--- src/hw/rtl/dtfp_pkg.sv ---
// dtfp_pkg: shared types and constants for the decimal text to fixed-point block.
// Holds character codes, parse phase codes, divider constants and the
// controller/datapath command and status structs. No dependencies.
package dtfp_pkg;

  // Character codes recognised by the parser.
  localparam logic [7:0] CharNul   = 8'h00;
  localparam logic [7:0] CharTab   = 8'h09;
  localparam logic [7:0] CharCr    = 8'h0d;
  localparam logic [7:0] CharSpace = 8'h20;
  localparam logic [7:0] CharPlus  = 8'h2b;
  localparam logic [7:0] CharMinus = 8'h2d;
  localparam logic [7:0] CharDot   = 8'h2e;
  localparam logic [7:0] CharZero  = 8'h30;

  // Decimal radix and rounding threshold.
  localparam logic [7:0] Ten       = 8'd10;
  localparam logic [3:0] RoundHalf = 4'd5;

  // Divide-by-ten unit: one nibble per cycle over a 36-bit dividend.
  // The quotient of a value below 160 is (x * Recip10) >> RecipShift.
  localparam int unsigned DivWidth   = 36;
  localparam int unsigned DivSteps   = DivWidth / 4;
  localparam logic [7:0]  Recip10    = 8'd205;
  localparam int unsigned RecipShift = 11;

  // Parse phase codes.
  localparam logic [2:0] PhSkipWs   = 3'd0;
  localparam logic [2:0] PhAtoiWs   = 3'd1;
  localparam logic [2:0] PhDigits   = 3'd2;
  localparam logic [2:0] PhSeekDot  = 3'd3;
  localparam logic [2:0] PhFraction = 3'd4;
  localparam logic [2:0] PhDone     = 3'd5;

  // Commands from the controller to the datapath.
  typedef struct packed {
    logic parse;   // a character beat is accepted
    logic start;   // latch factor magnitude and sign, reset the fold
    logic rd;      // read the next fraction digit, counting down
    logic mac;     // fold sum = m + magnitude * digit
    logic div;     // one nibble step of the divide by ten
    logic commit;  // take quotient and rounding bit
    logic wmul;    // whole part times magnitude
    logic sum;     // signed whole product plus fraction
    logic load;    // load the result register and clear parse state
  } cmd_t;

  // Status from the datapath to the controller.
  typedef struct packed {
    logic idx_zero;  // no fraction digits left to fold
  } sts_t;

endpackage

--- src/hw/rtl/decimal_text_to_fixed_point.sv ---
// decimal_text_to_fixed_point: top level, joining controller and datapath.
// Depends on dtfp_pkg, dtfp_ctrl and dtfp_datapath.
//
//   Channel   Handshake              Payload
//   in        in_valid / in_ready    in_text_char[7:0], in_last_char
//   out       out_valid / out_ready  out_fixed_value[31:0], out_overflow,
//                                    out_fraction_truncated
//   cfg       cfg_wr_en              cfg_wr_data[31:0] (scale factor)
//
// Ordinary characters are taken one per cycle. A beat carrying the last-char
// mark is followed by work on the N stored fraction digits: each digit
// takes a memory read, a multiply-add and the nibble-serial divide by ten.
// The result then sits in an output register, and the next string may start
// while it waits. Reset is synchronous and active low; the scale factor
// resets to 1.
module decimal_text_to_fixed_point #(
  parameter int FRAC_DEPTH = 16
) (
  input  logic               clk,
  input  logic               rst_n,
  input  logic               in_valid,
  output logic               in_ready,
  input  logic [7:0]         in_text_char,
  input  logic               in_last_char,
  output logic               out_valid,
  input  logic               out_ready,
  output logic signed [31:0] out_fixed_value,
  output logic               out_overflow,
  output logic               out_fraction_truncated,
  input  logic               cfg_wr_en,
  input  logic signed [31:0] cfg_wr_data
);

  dtfp_pkg::cmd_t cmd;
  dtfp_pkg::sts_t sts;

  // Sequencing.
  dtfp_ctrl u_ctrl (
    .clk          (clk),
    .rst_n        (rst_n),
    .in_valid     (in_valid),
    .in_last_char (in_last_char),
    .in_ready     (in_ready),
    .out_ready    (out_ready),
    .out_valid    (out_valid),
    .sts          (sts),
    .cmd          (cmd)
  );

  // Parsing, folding and scaling.
  dtfp_datapath #(
    .FRAC_DEPTH (FRAC_DEPTH)
  ) u_dp (
    .clk                    (clk),
    .rst_n                  (rst_n),
    .cmd                    (cmd),
    .sts                    (sts),
    .cfg_wr_en              (cfg_wr_en),
    .cfg_wr_data            (cfg_wr_data),
    .in_text_char           (in_text_char),
    .out_fixed_value        (out_fixed_value),
    .out_overflow           (out_overflow),
    .out_fraction_truncated (out_fraction_truncated)
  );

endmodule

--- src/hw/rtl/dtfp_ctrl.sv ---
// dtfp_ctrl: controller state machine for the decimal text to fixed-point block.
// Sequences parsing, the backward fraction fold and the final scaling.
// Depends on dtfp_pkg.
module dtfp_ctrl (
  input  logic           clk,
  input  logic           rst_n,
  input  logic           in_valid,
  input  logic           in_last_char,
  output logic           in_ready,
  input  logic           out_ready,
  output logic           out_valid,
  input  dtfp_pkg::sts_t sts,
  output dtfp_pkg::cmd_t cmd
);

  localparam logic [3:0] S_PARSE  = 4'd0;
  localparam logic [3:0] S_START  = 4'd1;
  localparam logic [3:0] S_NEXT   = 4'd2;
  localparam logic [3:0] S_RADDR  = 4'd3;
  localparam logic [3:0] S_MAC    = 4'd4;
  localparam logic [3:0] S_DIV    = 4'd5;
  localparam logic [3:0] S_COMMIT = 4'd6;
  localparam logic [3:0] S_WMUL   = 4'd7;
  localparam logic [3:0] S_SUM    = 4'd8;
  localparam logic [3:0] S_FIN    = 4'd9;

  localparam int unsigned StepW = $clog2(dtfp_pkg::DivSteps);
  localparam logic [StepW-1:0] LastStep = StepW'(dtfp_pkg::DivSteps - 1);

  logic [3:0]       state_r, state_nxt;
  logic [StepW-1:0] step_r, step_nxt;
  logic             out_valid_r, out_valid_nxt;
  logic             accept;
  logic             slot_free;

  // Characters are taken only while parsing.
  assign in_ready  = (state_r == S_PARSE);
  assign accept    = in_valid && in_ready;
  assign slot_free = !out_valid_r || out_ready;
  assign out_valid = out_valid_r;

  // Next state and command decode.
  always_comb begin
    state_nxt = state_r;
    step_nxt  = step_r;
    cmd       = '0;
    case (state_r)
      S_PARSE: begin
        cmd.parse = accept;
        if (accept && in_last_char) begin
          state_nxt = S_START;
        end
      end
      S_START: begin
        cmd.start = 1'b1;
        state_nxt = S_NEXT;
      end
      S_NEXT: begin
        state_nxt = sts.idx_zero ? S_WMUL : S_RADDR;
      end
      S_RADDR: begin
        cmd.rd    = 1'b1;
        state_nxt = S_MAC;
      end
      S_MAC: begin
        cmd.mac   = 1'b1;
        step_nxt  = '0;
        state_nxt = S_DIV;
      end
      S_DIV: begin
        cmd.div  = 1'b1;
        step_nxt = step_r + 1'b1;
        if (step_r == LastStep) begin
          state_nxt = S_COMMIT;
        end
      end
      S_COMMIT: begin
        cmd.commit = 1'b1;
        state_nxt  = S_NEXT;
      end
      S_WMUL: begin
        cmd.wmul  = 1'b1;
        state_nxt = S_SUM;
      end
      S_SUM: begin
        cmd.sum   = 1'b1;
        state_nxt = S_FIN;
      end
      S_FIN: begin
        // Wait for the result register to be free.
        if (slot_free) begin
          cmd.load  = 1'b1;
          state_nxt = S_PARSE;
        end
      end
      default: begin
        state_nxt = S_PARSE;
      end
    endcase
  end

  // Result beat valid flag.
  always_comb begin
    if (cmd.load) begin
      out_valid_nxt = 1'b1;
    end else if (out_ready) begin
      out_valid_nxt = 1'b0;
    end else begin
      out_valid_nxt = out_valid_r;
    end
  end

  always_ff @(posedge clk) begin
    if (!rst_n) begin
      state_r     <= S_PARSE;
      step_r      <= '0;
      out_valid_r <= 1'b0;
    end else begin
      state_r     <= state_nxt;
      step_r      <= step_nxt;
      out_valid_r <= out_valid_nxt;
    end
  end

endmodule

--- src/hw/rtl/dtfp_datapath.sv ---
// dtfp_datapath: parser registers, fraction digit memory, fold unit with a
// nibble-serial divide by ten, scaling multiplier and result register.
// Depends on dtfp_pkg; driven by dtfp_ctrl.
module dtfp_datapath #(
  parameter int FRAC_DEPTH = 16
) (
  input  logic               clk,
  input  logic               rst_n,
  input  dtfp_pkg::cmd_t     cmd,
  output dtfp_pkg::sts_t     sts,
  input  logic               cfg_wr_en,
  input  logic signed [31:0] cfg_wr_data,
  input  logic [7:0]         in_text_char,
  output logic signed [31:0] out_fixed_value,
  output logic               out_overflow,
  output logic               out_fraction_truncated
);

  localparam int unsigned CW = $clog2(FRAC_DEPTH + 1);
  localparam int unsigned AW = (FRAC_DEPTH > 1) ? $clog2(FRAC_DEPTH) : 1;
  localparam int unsigned DW = dtfp_pkg::DivWidth;

  // Configuration register.
  logic signed [31:0] scale_r;

  // Parse state.
  logic [2:0]    phase_r, phase_nxt;
  logic          minus_r, minus_nxt;
  logic          wsn_r, wsn_nxt;
  logic [31:0]   accum_r, accum_nxt;
  logic [CW-1:0] count_r, count_nxt;
  logic          drop_r, drop_nxt;
  logic          ovfs_r, ovfs_nxt;
  logic          fwr_en;

  // Fraction digit memory.
  logic [3:0] frac_mem [FRAC_DEPTH];
  logic [3:0] rd_data_r;

  // Fold and scaling registers.
  logic [31:0]   mag_r;
  logic          neg_r;
  logic [CW-1:0] idx_r;
  logic [31:0]   m_r;
  logic          rnd_r;
  logic [DW-1:0] sum_r;
  logic [3:0]    rem_r;
  logic [63:0]   prod_r;
  logic [63:0]   t_r;

  // Result registers.
  logic signed [31:0] value_r;
  logic               ovf_r;
  logic               trunc_r;

  // Character classification.
  logic [7:0]  c;
  logic [7:0]  c_off;
  logic [3:0]  digit;
  logic        is_digit;
  logic        is_space;
  logic        is_nul;
  logic [2:0]  ph;
  logic        go;
  logic [35:0] whole_v;
  logic [35:0] whole_lim;

  assign c        = in_text_char;
  assign c_off    = c - dtfp_pkg::CharZero;
  assign digit    = c_off[3:0];
  assign is_digit = (c_off < dtfp_pkg::Ten);
  assign is_nul   = (c == dtfp_pkg::CharNul);
  assign is_space = (c == dtfp_pkg::CharSpace) ||
                    ((c >= dtfp_pkg::CharTab) && (c <= dtfp_pkg::CharCr));

  // Whole part digit: accum * 10 + digit, saturated at the signed limit.
  assign whole_v   = (36'(accum_r) << 3) + (36'(accum_r) << 1) + 36'(digit);
  assign whole_lim = wsn_r ? 36'h080000000 : 36'h07fffffff;

  // Character parser: phases fall through to the next one as in atoi.
  always_comb begin
    ph        = phase_r;
    go        = (phase_r != dtfp_pkg::PhDone);
    phase_nxt = phase_r;
    minus_nxt = minus_r;
    wsn_nxt   = wsn_r;
    accum_nxt = accum_r;
    count_nxt = count_r;
    drop_nxt  = drop_r;
    ovfs_nxt  = ovfs_r;
    fwr_en    = 1'b0;
    if (go && ph == dtfp_pkg::PhSkipWs) begin
      if (is_nul) begin
        phase_nxt = dtfp_pkg::PhDone;
        go        = 1'b0;
      end else if (is_space) begin
        go = 1'b0;
      end else if (c == dtfp_pkg::CharMinus) begin
        minus_nxt = 1'b1;
        phase_nxt = dtfp_pkg::PhAtoiWs;
        go        = 1'b0;
      end else begin
        ph = dtfp_pkg::PhAtoiWs;
      end
    end
    if (go && ph == dtfp_pkg::PhAtoiWs) begin
      if (is_nul) begin
        phase_nxt = dtfp_pkg::PhDone;
        go        = 1'b0;
      end else if (is_space) begin
        phase_nxt = dtfp_pkg::PhAtoiWs;
        go        = 1'b0;
      end else if (c == dtfp_pkg::CharPlus || c == dtfp_pkg::CharMinus) begin
        wsn_nxt   = (c == dtfp_pkg::CharMinus);
        phase_nxt = dtfp_pkg::PhDigits;
        go        = 1'b0;
      end else begin
        ph = dtfp_pkg::PhDigits;
      end
    end
    if (go && ph == dtfp_pkg::PhDigits) begin
      if (is_digit) begin
        phase_nxt = dtfp_pkg::PhDigits;
        go        = 1'b0;
        if (whole_v > whole_lim) begin
          accum_nxt = whole_lim[31:0];
          ovfs_nxt  = 1'b1;
        end else begin
          accum_nxt = whole_v[31:0];
        end
      end else begin
        ph = dtfp_pkg::PhSeekDot;
      end
    end
    if (go && ph == dtfp_pkg::PhSeekDot) begin
      go = 1'b0;
      if (is_nul) begin
        phase_nxt = dtfp_pkg::PhDone;
      end else if (c == dtfp_pkg::CharDot) begin
        phase_nxt = dtfp_pkg::PhFraction;
      end else begin
        phase_nxt = dtfp_pkg::PhSeekDot;
      end
    end
    if (go && ph == dtfp_pkg::PhFraction) begin
      if (is_digit) begin
        if (count_r < CW'(FRAC_DEPTH)) begin
          fwr_en    = 1'b1;
          count_nxt = count_r + 1'b1;
        end else begin
          drop_nxt = 1'b1;
        end
      end else begin
        phase_nxt = dtfp_pkg::PhDone;
      end
    end
  end

  // Configuration and parse state registers.
  always_ff @(posedge clk) begin
    if (!rst_n) begin
      scale_r <= 32'sd1;
      phase_r <= dtfp_pkg::PhSkipWs;
      minus_r <= 1'b0;
      wsn_r   <= 1'b0;
      accum_r <= '0;
      count_r <= '0;
      drop_r  <= 1'b0;
      ovfs_r  <= 1'b0;
    end else begin
      if (cfg_wr_en) begin
        scale_r <= cfg_wr_data;
      end
      if (cmd.load) begin
        phase_r <= dtfp_pkg::PhSkipWs;
        minus_r <= 1'b0;
        wsn_r   <= 1'b0;
        accum_r <= '0;
        count_r <= '0;
        drop_r  <= 1'b0;
        ovfs_r  <= 1'b0;
      end else if (cmd.parse) begin
        phase_r <= phase_nxt;
        minus_r <= minus_nxt;
        wsn_r   <= wsn_nxt;
        accum_r <= accum_nxt;
        count_r <= count_nxt;
        drop_r  <= drop_nxt;
        ovfs_r  <= ovfs_nxt;
      end
    end
  end

  // Fraction digit memory: written while parsing, read back last digit first.
  logic [CW-1:0] idx_m1;
  assign idx_m1 = idx_r - 1'b1;

  always_ff @(posedge clk) begin
    if (cmd.parse && fwr_en) begin
      frac_mem[count_r[AW-1:0]] <= digit;
    end
    if (cmd.rd) begin
      rd_data_r <= frac_mem[idx_m1[AW-1:0]];
    end
  end

  assign sts.idx_zero = (idx_r == '0);

  // Divide-by-ten step on the top nibble of the dividend.
  logic [7:0]  dv_x;
  logic [15:0] dv_mul;
  logic [3:0]  dv_q;
  logic [7:0]  dv_r;
  logic [35:0] mac_prod;

  assign dv_x     = {rem_r, sum_r[DW-1 -: 4]};
  assign dv_mul   = 16'(dv_x) * 16'(dtfp_pkg::Recip10);
  assign dv_q     = dv_mul[dtfp_pkg::RecipShift +: 4];
  assign dv_r     = dv_x - (8'(dv_q) * dtfp_pkg::Ten);
  assign mac_prod = 36'(mag_r) * 36'(rd_data_r);

  // Fold and scaling pipeline.
  logic [63:0] t_signed;
  logic [63:0] fin;
  logic        fits;

  assign t_signed = (wsn_r ? (64'd0 - prod_r) : prod_r) + 64'(m_r) + 64'(rnd_r);
  assign fin      = neg_r ? (64'd0 - t_r) : t_r;
  assign fits     = (fin[63:31] == '0) || (fin[63:31] == '1);

  always_ff @(posedge clk) begin
    if (cmd.start) begin
      mag_r <= scale_r[31] ? (32'd0 - scale_r) : scale_r;
      neg_r <= minus_r ^ scale_r[31];
      idx_r <= count_r;
      m_r   <= '0;
      rnd_r <= 1'b0;
    end
    if (cmd.rd) begin
      idx_r <= idx_m1;
    end
    if (cmd.mac) begin
      sum_r <= DW'(m_r) + mac_prod;
      rem_r <= '0;
    end
    if (cmd.div) begin
      sum_r <= {sum_r[DW-5:0], dv_q};
      rem_r <= dv_r[3:0];
    end
    if (cmd.commit) begin
      m_r   <= sum_r[31:0];
      rnd_r <= (rem_r >= dtfp_pkg::RoundHalf);
    end
    if (cmd.wmul) begin
      prod_r <= 64'(accum_r) * 64'(mag_r);
    end
    if (cmd.sum) begin
      t_r <= t_signed;
    end
  end

  // Result register; a zero factor forces zero with no overflow.
  always_ff @(posedge clk) begin
    if (cmd.load) begin
      trunc_r <= drop_r;
      if (mag_r == '0) begin
        value_r <= '0;
        ovf_r   <= 1'b0;
      end else if (fits) begin
        value_r <= fin[31:0];
        ovf_r   <= ovfs_r;
      end else begin
        value_r <= fin[63] ? 32'sh80000000 : 32'sh7fffffff;
        ovf_r   <= 1'b1;
      end
    end
  end

  assign out_fixed_value        = value_r;
  assign out_overflow           = ovf_r;
  assign out_fraction_truncated = trunc_r;

endmodule

--- config.mk ---
export PLATFORM = sky130hd
export DESIGN_NAME = decimal_text_to_fixed_point
export DESIGN_NICKNAME = d
export VERILOG_FILES = /design/src/hw/rtl/dtfp_pkg.sv /design/src/hw/rtl/decimal_text_to_fixed_point.sv /design/src/hw/rtl/dtfp_ctrl.sv /design/src/hw/rtl/dtfp_datapath.sv
export SDC_FILE = /design/constraint.sdc
export NUM_CORES = 2
export LEC_CHECK = 0
export BUFFER_PORTS_ARGS = -buffer_cell sky130_fd_sc_hd__buf_2
export CORE_MARGIN = 2
export CORE_UTILIZATION = 50
export DETAILED_ROUTE_END_ITERATION = 10
export HOLD_SLACK_MARGIN = 0.03
export PLACE_DENSITY = 0.77
export SETUP_SLACK_MARGIN = 0.02
export SYNTH_ARGS = -nofsm -noshare
export SYNTH_HDL_FRONTEND = slang
export SYNTH_HIERARCHICAL = 1
export SYNTH_SLANG_ARGS = --single-unit
--- constraint.sdc ---
create_clock -name clk -period 10.2 [get_ports clk]
set_input_delay 0.51 -clock clk [delete_from_list [all_inputs] [get_ports clk]]
set_output_delay 0.51 -clock clk [all_outputs]
set_load 0.01 [all_outputs]
# After elaboration in Yosys (flattened, before gate mapping)
# Memory sizes are Yosys's and may differ from the RTL's. A register that Yosys moved wholly into a read port is not among the register bits.
# Index checks and enable logic that the tools add are counted.
# classes
magnitude_cmp,6
shifts,0
n_mul,4
n_eq_ne,23
n_addsub,13
div,0
mux,77
n_reduce_logical,34
bitwise,5
# ops
op,count
$mux 32,6
$mux 64,2
$sub 1x64->64 const A,2
$mux 3,26
$mux 36,2
$add 64x1->64,1
$add 64x32->64,1
$mul 32x32->64,1
$add 32x36->36,1
$add 35x33->36,1
$add 36x4->36,1
$gt 36x36->1,1
$mul 32x4->36,1
$pmux 4 s9,1
$eq 33x33->1 const B,1
$logic_not 33->1,1
$eq 8x6->1 const B,4
$logic_not 32->1,1
$sub 1x32->32 const A,1
$mux 1,31
$mux 31,1
$mux 4,5
$eq 4x3->1 const B,4
$mul 8x8->15 const B,1
other kinds (36),65
# totals
latch_bits,0
reg_bits,358
memories,1
output_inout_bits,36
mem_bits_rw,64
wordCells,187
rom_bits,0
# memory_table
memory,words,width,rd,rd_ports_with_merged_regs,wr,line_no,rtl
u_dp.frac_mem,16,4,1,1,1,dtfp_datapath.sv:37,logic [3:0] frac_mem [FRAC_DEPTH];

# Longest topological paths before layout
# logic_depth
depth_word,21
depth_mapped,32
depth_no_buf,29

# Hierarchy
# The synthesis kept the hierarchy.
# modules_own_cells
mod,n_inst,area_per_inst_um2,cells_each
dtfp_datapath,1,62452.4,6461
dtfp_ctrl,1,574.3,72

# Worst setup path before layout
# OpenSTA, ideal clock, no wires.
# synth_timing
path_kind,register -> register
startpoint,register u_dp.mag_r[11]
endpoint,register u_dp.prod_r[61] (data pin)
path_buffers,2
slack_ns,2.305
t_arrival_ns,7.614
required_time_ns,9.919
path_stages_with_launch,28
period_less_slack_ns,7.895
path_cell_list,edfxtp_1 > clkbuf_1 > clkbuf_1 > nand2_1 > fa_1 > inv_1 > fa_1 > inv_1 > fa_1 > inv_1 > fa_1 > inv_1 > fa_1 > fa_1 > fa_1 > fa_1 > inv_1 > ha_1 > a21o_1 > a21o_1 > a21o_1 > a21o_1 > a211oi_1 > o211ai_1 > a41o_1 > or4b_2 > nand2_1 > o311ai_0
# synth_via
elab_chain_len,1
# synth_rtl
item,line_no,rtl
start: declaration,dtfp_datapath.sv:41,logic [31:0] mag_r;
start signal: assignment,dtfp_datapath.sv:233,mag_r <= scale_r[31] ? (32'd0 - scale_r) : scale_r;
$mul 32x32->64,dtfp_datapath.sv:255,prod_r <= 64'(accum_r) * 64'(mag_r);
end signal: assignment,dtfp_datapath.sv:255,
end: declaration,dtfp_datapath.sv:48,logic [63:0] prod_r;
# No other way between the ends.
# A chain may end at the register's enable or synchronous reset.

# Worst setup path in the final report
# layout_timing
startpoint,register u_dp.mag_r[9]
endpoint,register u_dp.prod_r[61] (data pin)
# Same word-level chain as after synthesis.

==> results.json <==
{
  "status": "complete, no violations",
  "finalCriticalPeriod_ns": 9.209,
  "crit_slowest_cell": "edfxtp_1",
  "p_leak_nw": 30.83,
  "cts_tree": "built",
  "cap_violations": 0,
  "die_y_um": 359.0,
  "yosys.area.top_type_share_pct": 31.86,
  "finalCritPeriodShare_pct": 90.28,
  "worstMarginPinSlew_ns": 1.433,
  "finalHoldViolCount": 0,
  "clock-skew-final_ns": 0.03972,
  "cts_hold_buf": 0,
  "drtIter0Drc": 3690,
  "final_common_cell": "inv_1",
  "crit_path_end_kind": "flop",
  "place_area_sq_um": 64960,
  "setup_viol_count_final": 0,
  "post_synth_num_cell_types": 92,
  "clk_latency_ns": 0.65,
  "std_cell_rows": 130,
  "final.setup.tns_ns": 0,
  "drc_errors": 0,
  "postCtsSetupBuffers": 0,
  "synth_nets": 8069,
  "final_nets": 7954,
  "slew_headroom_pct": 4.309,
  "io_pins": 82,
  "layout_common_cells": "inv_1 (1041), fa_1 (1003), nand2_1 (707)",
  "viasPerCell": 5.757,
  "routed_wl_um": 165700,
  "async_flop_share_pct": 0,
  "wl_per_cell_um": 20.44,
  "stdcell_area_sq_um": 66580,
  "ys_seq_area_share_pct": 18.95,
  "worstPathArrival_ns": 9.57,
  "yosys_warnings": 6,
  "hold_path.class": "input port to flop",
  "grt_usage_pct": 26.07,
  "area_growth_pct": 5.634,
  "cts_sinks": 426,
  "crit_type": "flop to flop",
  "slew_violations": 0,
  "critPathMaxStageDelay_ns": 0.87,
  "h-tree-depth": 2,
  "synth_area_per_cell_sq_um": 9.647,
  "dieArea_sq_um": 128900,
  "synth_edf_count": 341,
  "drive_gt1_share_pct": 5.465,
  "rsz0062_at_grt": "false",
  "final_core_util_pct": 53.09,
  "start_util_pct": 50.26,
  "diodes": 0,
  "required_ns": 10.56,
  "vias": 46680,
  "numPortBuffers": 81,
  "dr.pass1.iters": 7,
  "cts-resized-gates": 0,
  "grt_pass1_vias": 48880,
  "dp_hpwl_um": 131200,
  "p_per_area_nw_per_um2": 73.08,
  "gp_congestion": 0.9603,
  "ir_drop_uv": 154.7,
  "antenna_found_initial": 2,
  "die_w_um": 359.0,
  "cts.reportedPaths.clkPinSlew_ns": 0.06,
  "overflow": 0,
  "postRouteAntennaNets": 0,
  "synth_seq_cells": 426,
  "clockBufferDepth": 3,
  "worst_path_most_repeated_cell": "fa_1",
  "grt_max_degree": 76,
  "coreArea_sq_um": 125400,
  "synth.top_cells.by_area": "fa_1 (32%), edfxtp_1 (16%), ha_1 (9.7%), and2_1 (6.7%), inv_1 (6.2%)",
  "cts_made_buffers": 50,
  "hold_ws_ns": 0.08104,
  "max_clock_freq_ghz": 0.1086,
  "critPathMaxFanout": 22,
  "grt_pass1_wl_um": 267300,
  "worst_setup_path_start_kind": "flop",
  "synth_cells": 6533,
  "root_buffer": "clkbuf_16",
  "synth_area_sq_um": 63030,
  "yosysTopAreaCell": "fa_1",
  "ys.flop_type": "edfxtp_1"
}
[layer usage]
metal | part of all wire [%] | global-route usage (%) | vias to the layer above
met4 | 3.6 | 8.819 | 2
met5 | 0.0078 | 0 | -
met2 | 46 | 41.89 | 2154
li1 | - | - | 20770
met3 | 9.6 | 5.503 | 400
met1 | 41 | 35.17 | 23350
[worst max-delay path: cells and delay by family, from the launching register on]
family / cells / cell delay (ns)
AOI/OAI and AO/OA: 8 / 1.97
and+or+nand+nor: 3 / 0.98
adders and majority gates: 9 / 4.40
buffers and inverters: 5 / 0.68
DFF: 1 / 0.87
[area by class of cell]
cell class / instances / area (sq um)
well taps: 1650 / 2064
multi-input cells: 4721 / 45910
clock inverters: 37 / 322.8
inverters: 1041 / 3908
repair buffers: 178 / 1131
flip-flops and latches: 426 / 11950
clock buffers: 56 / 1295
fillers: 10830 / 58830
[logic make-up (layout without fill, tap and decap cells)]
logic type / Yosys count / in the layout / synth area share, %
and+or+nand+nor: 2043 / 2043 / 16.87
DFF: 426 / 426 / 18.95
AOI/OAI and AO/OA: 794 / 794 / 8.366
muxes: 64 / 64 / 1.425
buffers and inverters: 1386 / 1312 / 8.282
xor gates and xnor gates: 329 / 329 / 4.572
adders and majority gates: 1491 / 1491 / 41.54
[per-stage QoR]
step	std cells	setup WS (ns)	power (mW)
6_report	8109	0.9912	4.866
5_1_grt	8109	0.5144	5.081
4_1_cts	8109	1.107	4.883
3_5_place_dp	8016	1.136	3.081
3_3_place_gp	8015	0.6719	3.046
2_1_floorplan	6533	2.305	2.780
[state kept, by name (all words and copies together) (netlist names), 3 cells and up]
signal and count:
u_ctrl/state_r 4, u_ctrl/step_r 4, u_dp/accum_r 32, u_dp/count_r 5, u_dp/frac_mem 64, u_dp/idx_r 5, u_dp/m_r 32, u_dp/mag_r 32
u_dp/out_fixed_value 32, u_dp/phase_r 3, u_dp/prod_r 64, u_dp/rd_data_r 4, u_dp/rem_r 4, u_dp/scale_r 32, u_dp/sum_r 36, u_dp/t_r 64
[path summary, 6_finish.rpt]
| kind | from | end | slack (ns) | depth (start not counted) |
|---|---|---|---|---|
| worst max-delay path | u_dp/mag_r[9]$_DFFE_PP_ | u_dp/prod_r[61]$_DFFE_PP_ | 0.99 | 25 |
| worst min-delay path | cfg_wr_data[0] | u_dp/scale_r[0]$_SDFFE_PN1P_ | 0.08 | 3 |
| worst min register to register | u_dp/drop_r$_SDFFE_PP0P_ | u_dp/out_fraction_truncated$_DFFE_PP_ | 0.43 | 0 |
| worst max register to register | u_dp/mag_r[9]$_DFFE_PP_ | u_dp/prod_r[61]$_DFFE_PP_ | 0.99 | 25 |
[power breakdown]
| part | switching, mW | internal (mW) |
|---|---|---|
| Combinational | 0.618 | 0.407 |
| Sequential | 0.0975 | 1.95 |
| Clock | 0.809 | 0.985 |
| Total | 1.52 | 3.34 |
[synth_stat cells, types with 48 or more instances]
library cell,count
edfxtp_1,341
and2_1,678
fa_1,1003
inv_1,1041
a21o_1,98
a21oi_1,171
o21ai_0,204
xnor2_1,198
dfxtp_1,85
clkbuf_1,330
xor2_1,131
nor2_1,173
o31ai_1,48
nor2b_1,60
nor3_1,62
nand3_1,63
nand2_1,707
ha_1,487
(Power assumes the default switching activity.)
